[src/design/wma_pkg.sv]
// Shared types, constants and codes of the waveform moment accumulator.
// Used by every module of the block; depends on nothing else.
package wma_pkg;

  // Default sizes of the statistics stores.
  localparam int MAX_CHANNELS_DEFAULT = 256;
  localparam int MAX_SAMPLES_DEFAULT  = 64;

  // Widths of the port fields.
  localparam int CMD_W     = 2;
  localparam int CHANNEL_W = 8;
  localparam int INDEX_W   = 6;
  localparam int VALUE_W   = 16;
  localparam int KIND_W    = 2;
  localparam int DATA_W    = 64;
  localparam int CFG_IDX_W = 2;
  localparam int CFG_DAT_W = 9;
  localparam int SCOUNT_W  = 7;
  localparam int CCOUNT_W  = 9;

  // Width used for range checks against the configured counts.
  localparam int CMPW = 16;

  // Command codes.
  localparam logic [CMD_W-1:0] CMD_ACCUMULATE = 2'd0;
  localparam logic [CMD_W-1:0] CMD_READ       = 2'd1;
  localparam logic [CMD_W-1:0] CMD_CLEAR      = 2'd2;

  // Read selectors.
  localparam logic [KIND_W-1:0] KIND_COUNT  = 2'd0;
  localparam logic [KIND_W-1:0] KIND_SUM    = 2'd1;
  localparam logic [KIND_W-1:0] KIND_SUMSQ  = 2'd2;
  localparam logic [KIND_W-1:0] KIND_PAIR   = 2'd3;

  // Configuration register indexes.
  localparam logic [CFG_IDX_W-1:0] CFG_SAMPLE_COUNT  = 2'd0;
  localparam logic [CFG_IDX_W-1:0] CFG_CHANNEL_COUNT = 2'd1;
  localparam logic [CFG_IDX_W-1:0] CFG_COV_ENABLE    = 2'd2;

  // Reset values of the configuration registers.
  localparam logic [SCOUNT_W-1:0] SAMPLE_COUNT_RESET  = 7'd64;
  localparam logic [CCOUNT_W-1:0] CHANNEL_COUNT_RESET = 9'd256;

  typedef enum logic [3:0] {
    ST_CLEAR,
    ST_IDLE,
    ST_DECODE,
    ST_ACC_RD,
    ST_ACC_WR,
    ST_COV,
    ST_DRAIN_A,
    ST_DRAIN_B,
    ST_RD_ADDR,
    ST_RD_OUT
  } state_t;

  typedef struct packed {
    logic load;
    logic acc_write;
    logic cov_issue;
    logic clear_en;
    logic read_out;
  } ctrl_cmd_t;

  typedef struct packed {
    logic [CMD_W-1:0] cmd;
    logic             acc_ok;
    logic             cov_run;
    logic             issue_last;
    logic             clear_last;
  } ctrl_status_t;

endpackage

[src/design/wma_ctrl.sv]
// Sequencer of the waveform moment accumulator.
// Depends on wma_pkg for the state, command and status types.
module wma_ctrl (
  input  logic                  clk,
  input  logic                  rst,
  input  logic                  start,
  output logic                  busy,
  input  wma_pkg::ctrl_status_t status,
  output wma_pkg::ctrl_cmd_t    cmd
);

  wma_pkg::state_t state, state_next;

  always_ff @(posedge clk) begin
    if (rst) begin
      state <= wma_pkg::ST_CLEAR;
    end else begin
      state <= state_next;
    end
  end

  always_comb begin
    state_next = state;
    unique case (state)
      wma_pkg::ST_CLEAR: begin
        if (status.clear_last) state_next = wma_pkg::ST_IDLE;
      end
      wma_pkg::ST_IDLE: begin
        if (start) state_next = wma_pkg::ST_DECODE;
      end
      wma_pkg::ST_DECODE: begin
        priority if (status.cmd == wma_pkg::CMD_ACCUMULATE) begin
          state_next = status.acc_ok ? wma_pkg::ST_ACC_RD : wma_pkg::ST_IDLE;
        end else if (status.cmd == wma_pkg::CMD_READ) begin
          state_next = wma_pkg::ST_RD_ADDR;
        end else if (status.cmd == wma_pkg::CMD_CLEAR) begin
          state_next = wma_pkg::ST_CLEAR;
        end else begin
          state_next = wma_pkg::ST_IDLE;
        end
      end
      wma_pkg::ST_ACC_RD:  state_next = wma_pkg::ST_ACC_WR;
      wma_pkg::ST_ACC_WR: begin
        state_next = status.cov_run ? wma_pkg::ST_COV : wma_pkg::ST_IDLE;
      end
      wma_pkg::ST_COV: begin
        if (status.issue_last) state_next = wma_pkg::ST_DRAIN_A;
      end
      wma_pkg::ST_DRAIN_A: state_next = wma_pkg::ST_DRAIN_B;
      wma_pkg::ST_DRAIN_B: state_next = wma_pkg::ST_IDLE;
      wma_pkg::ST_RD_ADDR: state_next = wma_pkg::ST_RD_OUT;
      wma_pkg::ST_RD_OUT:  state_next = wma_pkg::ST_IDLE;
      default:             state_next = wma_pkg::ST_IDLE;
    endcase
  end

  always_comb begin
    busy          = (state != wma_pkg::ST_IDLE);
    cmd.load      = (state == wma_pkg::ST_IDLE) && start;
    cmd.acc_write = (state == wma_pkg::ST_ACC_WR);
    cmd.cov_issue = (state == wma_pkg::ST_COV);
    cmd.clear_en  = (state == wma_pkg::ST_CLEAR);
    cmd.read_out  = (state == wma_pkg::ST_RD_OUT);
  end

endmodule

[config.mk]
export PLATFORM = sky130hd
export DESIGN_NAME = wma_ctrl
export DESIGN_NICKNAME = d
export VERILOG_FILES = /design/src/design/wma_pkg.sv /design/src/design/wma_ctrl.sv
export SDC_FILE = /design/constraint.sdc
export NUM_CORES = 1
export LEC_CHECK = 0
export BUFFER_PORTS_ARGS = -buffer_cell sky130_fd_sc_hd__buf_2
export CORE_AREA = 2 2 39 41
export CTS_CLUSTER_SIZE = 8
export DETAILED_ROUTE_END_ITERATION = 10
export DIE_AREA = 0 0 41 43
export PLACE_DENSITY = 0.58
export SETUP_SLACK_MARGIN = 0.05
export SYNTH_ARGS = -nofsm -noshare
export SYNTH_HDL_FRONTEND = slang
export SYNTH_SLANG_ARGS = --single-unit
[constraint.sdc]
create_clock -name clk -period 2.6 [get_ports clk]
set_clock_uncertainty 0.1 [all_clocks]
set_input_delay 0.13 -clock clk [delete_from_list [all_inputs] [get_ports clk]]
set_output_delay 0.13 -clock clk [all_outputs]
set_load 0.1 [all_outputs]
-- Word level (Yosys, flattened, before mapping)
Index checks and enable logic that the tools add are counted.
- input bits: 9
- register bits after elaboration: 4
- logic and storage cells: 28
- equal/unequal tests: 14
- muxes and demuxes: 9
- reduce and logical (&&, ||, !) cells: 4
- operators by type and width (operator ; number):
    case mux 4 bit (8 select lines) ; 1
    two-way mux 4 bit ; 5
    equality test 4 x 3 -> 1 bit, second input constant ; 3
    equality test 4 x 2 -> 1 bit, second input constant ; 2
    equality test 4 bit, second input constant ; 2
    != test 2 bit, second input constant ; 3
    equality test 4 x 1 -> 1 bit, second input constant ; 1
    zero test 4 bit ; 1
    != test 4 x 1 -> 1 bit, second input constant ; 1
    two-way mux 3 bit ; 1
    AND reduction 3 bit ; 1
    equality test 2 x 1 -> 1 bit, second input constant ; 1
    equality test 2 bit, second input constant ; 1
    zero test 2 bit ; 1
    two-way mux 2 bit ; 1
    logical AND 1 bit ; 1
    two-way mux 1 bit ; 1

-- Logic depth before layout (Yosys ltp)
- word-level depth: 5
- depth in mapped cells: 6
- depth with buffers taken out: 6

-- Worst setup path after synthesis
OpenSTA, ideal clock, no wires.
- path type: register -> register
- from: register state[2]
- to: register state[0]
- slack: -1.631 ns
- library setup time: 0.286 ns
- arrival: 3.845 ns
- clock period less this slack: 4.231 ns
- cell stages (with the launch flop): 4
- path through: dfxtp_1 > buf_2 > nor4_1 > a221oi_1
- RTL lines (what ; line ; text):
    start, declared ; wma_ctrl.sv:12 ; wma_pkg::state_t state, state_next;
    start signal, assigned ; wma_ctrl.sv:16 ; state <= wma_pkg::ST_CLEAR;
    start signal, assigned ; wma_ctrl.sv:18 ; state <= state_next;

==> impl_metrics.ini <==
[outcome]
outcome = completed

[floorplan]
core_area_um2 = 1380
std_cell_rows = 14
initial_core_util_pct = 25.1
io_pins = 15
die_h_um = 43
die_w_um = 41
dieArea_um2 = 1760

[sta]
fmax_mhz = 501
maxSlewHeadroom_pct = 61.6
fin_crit_sh_pct = 76.7
rsz0062_at_grt = no
setup_tns_ns = 0
maxSlewViolCount = 0
worstMarginPinSlew_ns = 0.575
fin_crit_ns = 1.99
hold_viol = 0
setup_viol = 0
fin_hold_ws_ns = 0.0236

[routing]
remaining_drc_errors = 0
ant_nets = 0
drt-total-wl_um = 796
avgViaCountPerCell = 4.76
wl_per_cell_um = 10.6
drt_iter0_drc = 3
dr.pass1.iters = 3
vias = 357

[power_and_ir_drop]
power.switching_mw = 0.0778
p_total_mw = 0.212
power_leakage_nw = 0.208
power_density_nw_per_um2 = 457
irDropWorstVdd_mv = 0.161
p_clk_share_pct = 35.9
pwr-share-comb_pct = 30.1
p_sw_share_pct = 36.7
seq_power_share_pct = 34.0
p_int_mw = 0.134

[clock_tree]
path_clk_slew_ns = 0.04
cts-root-buf = clkbuf_4
cts_resized = 0
cts_max_level = 1
tritoncts = done
cts_sinks = 4
clock_path_buffers = 2
clock_latency_ns = 0.23
cts_buffers = 3
ctsHoldBuffers = 0
cts_setup_buffers = 0

[critical_path]
slowest_delay_ns = 0.67
cp_top_family = flip-flops
crit_fanout = 15
crit_arrival_ns = 1.76
crit_path_end_kind = output port
rr_worst_depth = 4
r2r_end = state[1]$_SDFFE_PP0P_
required_ns = 2.37
critPathSlowestCell = dfxtp_1
cp.depth = 3
cp_cell_sequence = nor2b_1, and3_1, buf_2
r2r_start = state[0]$_SDFFE_PP0P_
critPathBufInv = 1
path_class = flip-flop to output port
r2r_slack_ns = 0.93
worstSetupStartpointType = flip-flop

[hold_path]
holdPathEnd = state[2]$_SDFFE_PP0P_
holdPathStages = 2
hold_class = primary input to flip-flop
hold_start = rst

[logic_synthesis]
synth_seq_area_share_pct = 23.0
synth_ff_type = dfxtp_1
netlist_instances = 46
synthTopCellsByArea = dfxtp_1 (23%), ha_1 (7.2%), and3_1 (5.4%)
async_flop_share_pct = 0
yosysTopAreaCellShare_pct = 23.0
synth_edf_count = 0
syn-num-nets = 57
ys_ff_latch = 4
synth_cell_types = 24
synth_most_common_cell = inv_1
yosysTopAreaCell = dfxtp_1
synth_warnings = 0
synth_commonest_cells = inv_1 (5), dfxtp_1 (4)
synth.avg_cell_area_um2 = 7.56
synth_area_um2 = 348

[finish]
area_delta_synth_final_pct = 33.5
largest_reg_flops = 4
reg_top3 = state (4)
antennaDiodeCount = 0
nFillCells = 153
nets = 72
multi_input_area_um2 = 253
seq_area_um2 = 80.1
drive_gt1_share_pct = 33.9
top_register = state

[global_route]
antenna_found_initial = 0
grt_start_max_net_pins = 16
first_global_vias = 326
grt_use_total_pct = 10.3
grt-ovfl-total = 0
grt_pass1_wl_um = 1270

[placement]
hpwl_um = 578
gp_congestion = 0.711
io_buffer_count = 14

[job]
maxCapViolations = 0
[power by group through the flow]
stage	Clock (mW)	Combinational, mW	Sequential [mW]
after floorplan	0	0.0573	0.0663
after global placement	0	0.0639	0.0724
after detailed placement	0	0.0642	0.0732
after CTS	0.0785	0.0644	0.0722
after global routing	0.0814	0.0679	0.0728
final	0.0762	0.0639	0.0721
[metrics by stage]
| step | worst slack, ns | std cells | util [%] | instance area, µm² |
|---|---|---|---|---|
| finish | 0.605 | 75 | 33.5 | 464 |
| global route | 0.514 | 75 | 33.5 | 464 |
| CTS | 0.589 | 75 | 33.5 | 464 |
| detailed placement | 0.838 | 72 | 31.9 | 442 |
| global placement | 0.862 | 72 | 31.9 | 442 |
| floorplan | 0.470 | 46 | - | 378 |
[cell families after synthesis]
group           synth area share, %
compound gates                 20.1
fa+ha+maj                      7.19
xor+xnor                       2.52
flops                          23.0
buf+inv                        12.9
simple gates                   34.2
[how the worst max path moves through the flow]
| stage | startpoint | endpoint | slack [ns] |
|---|---|---|---|
| 2_1_floorplan | state[0]$_SDFFE_PP0P_ | state[0]$_SDFFE_PP0P_ | 0.47 |
| 6_report | state[0]$_SDFFE_PP0P_ | cmd[0] | 0.61 |
| 4_1_cts | state[0]$_SDFFE_PP0P_ | cmd[0] | 0.59 |
| 3_3_place_gp | state[2]$_SDFFE_PP0P_ | cmd[3] | 0.86 |
| 3_5_place_dp | state[0]$_SDFFE_PP0P_ | cmd[0] | 0.84 |
| 5_1_grt | state[0]$_SDFFE_PP0P_ | cmd[0] | 0.51 |
[layer usage]
layer / track usage, % / wire (µm) / part of all wire [%] / vias up
li1: - / - / - / 191
met1: 11.6 / 379 / 48 / 155
met2: 17.2 / 365 / 46 / 11
met3: 1.57 / 50 / 6.3 / 0
met4: 6.00 / 0 / 0 / 0
met5: 0 / 0 / 0 / -
[placed cells by master, fill, tap and decap left out, types with 2 or more instances in the layout]
cell,instances
nor4_4,2
ha_1,2
nor2_1,2
buf_2,14
nand2b_1,2
and3_1,3
nand2_1,3
nor3_1,3
dfxtp_1,4
inv_1,5
clkbuf_4,3
a21oi_1,3
[final cells by class]
type	instances	area share (%)
Clock buffer	3	4.85
Inverter	5	4.04
Multi-Input combinational cell	33	54.4
Sequential cell	4	17.3
Tap cell	16	4.31
Timing Repair Buffer	14	15.1
(Power assumes the default switching activity.)
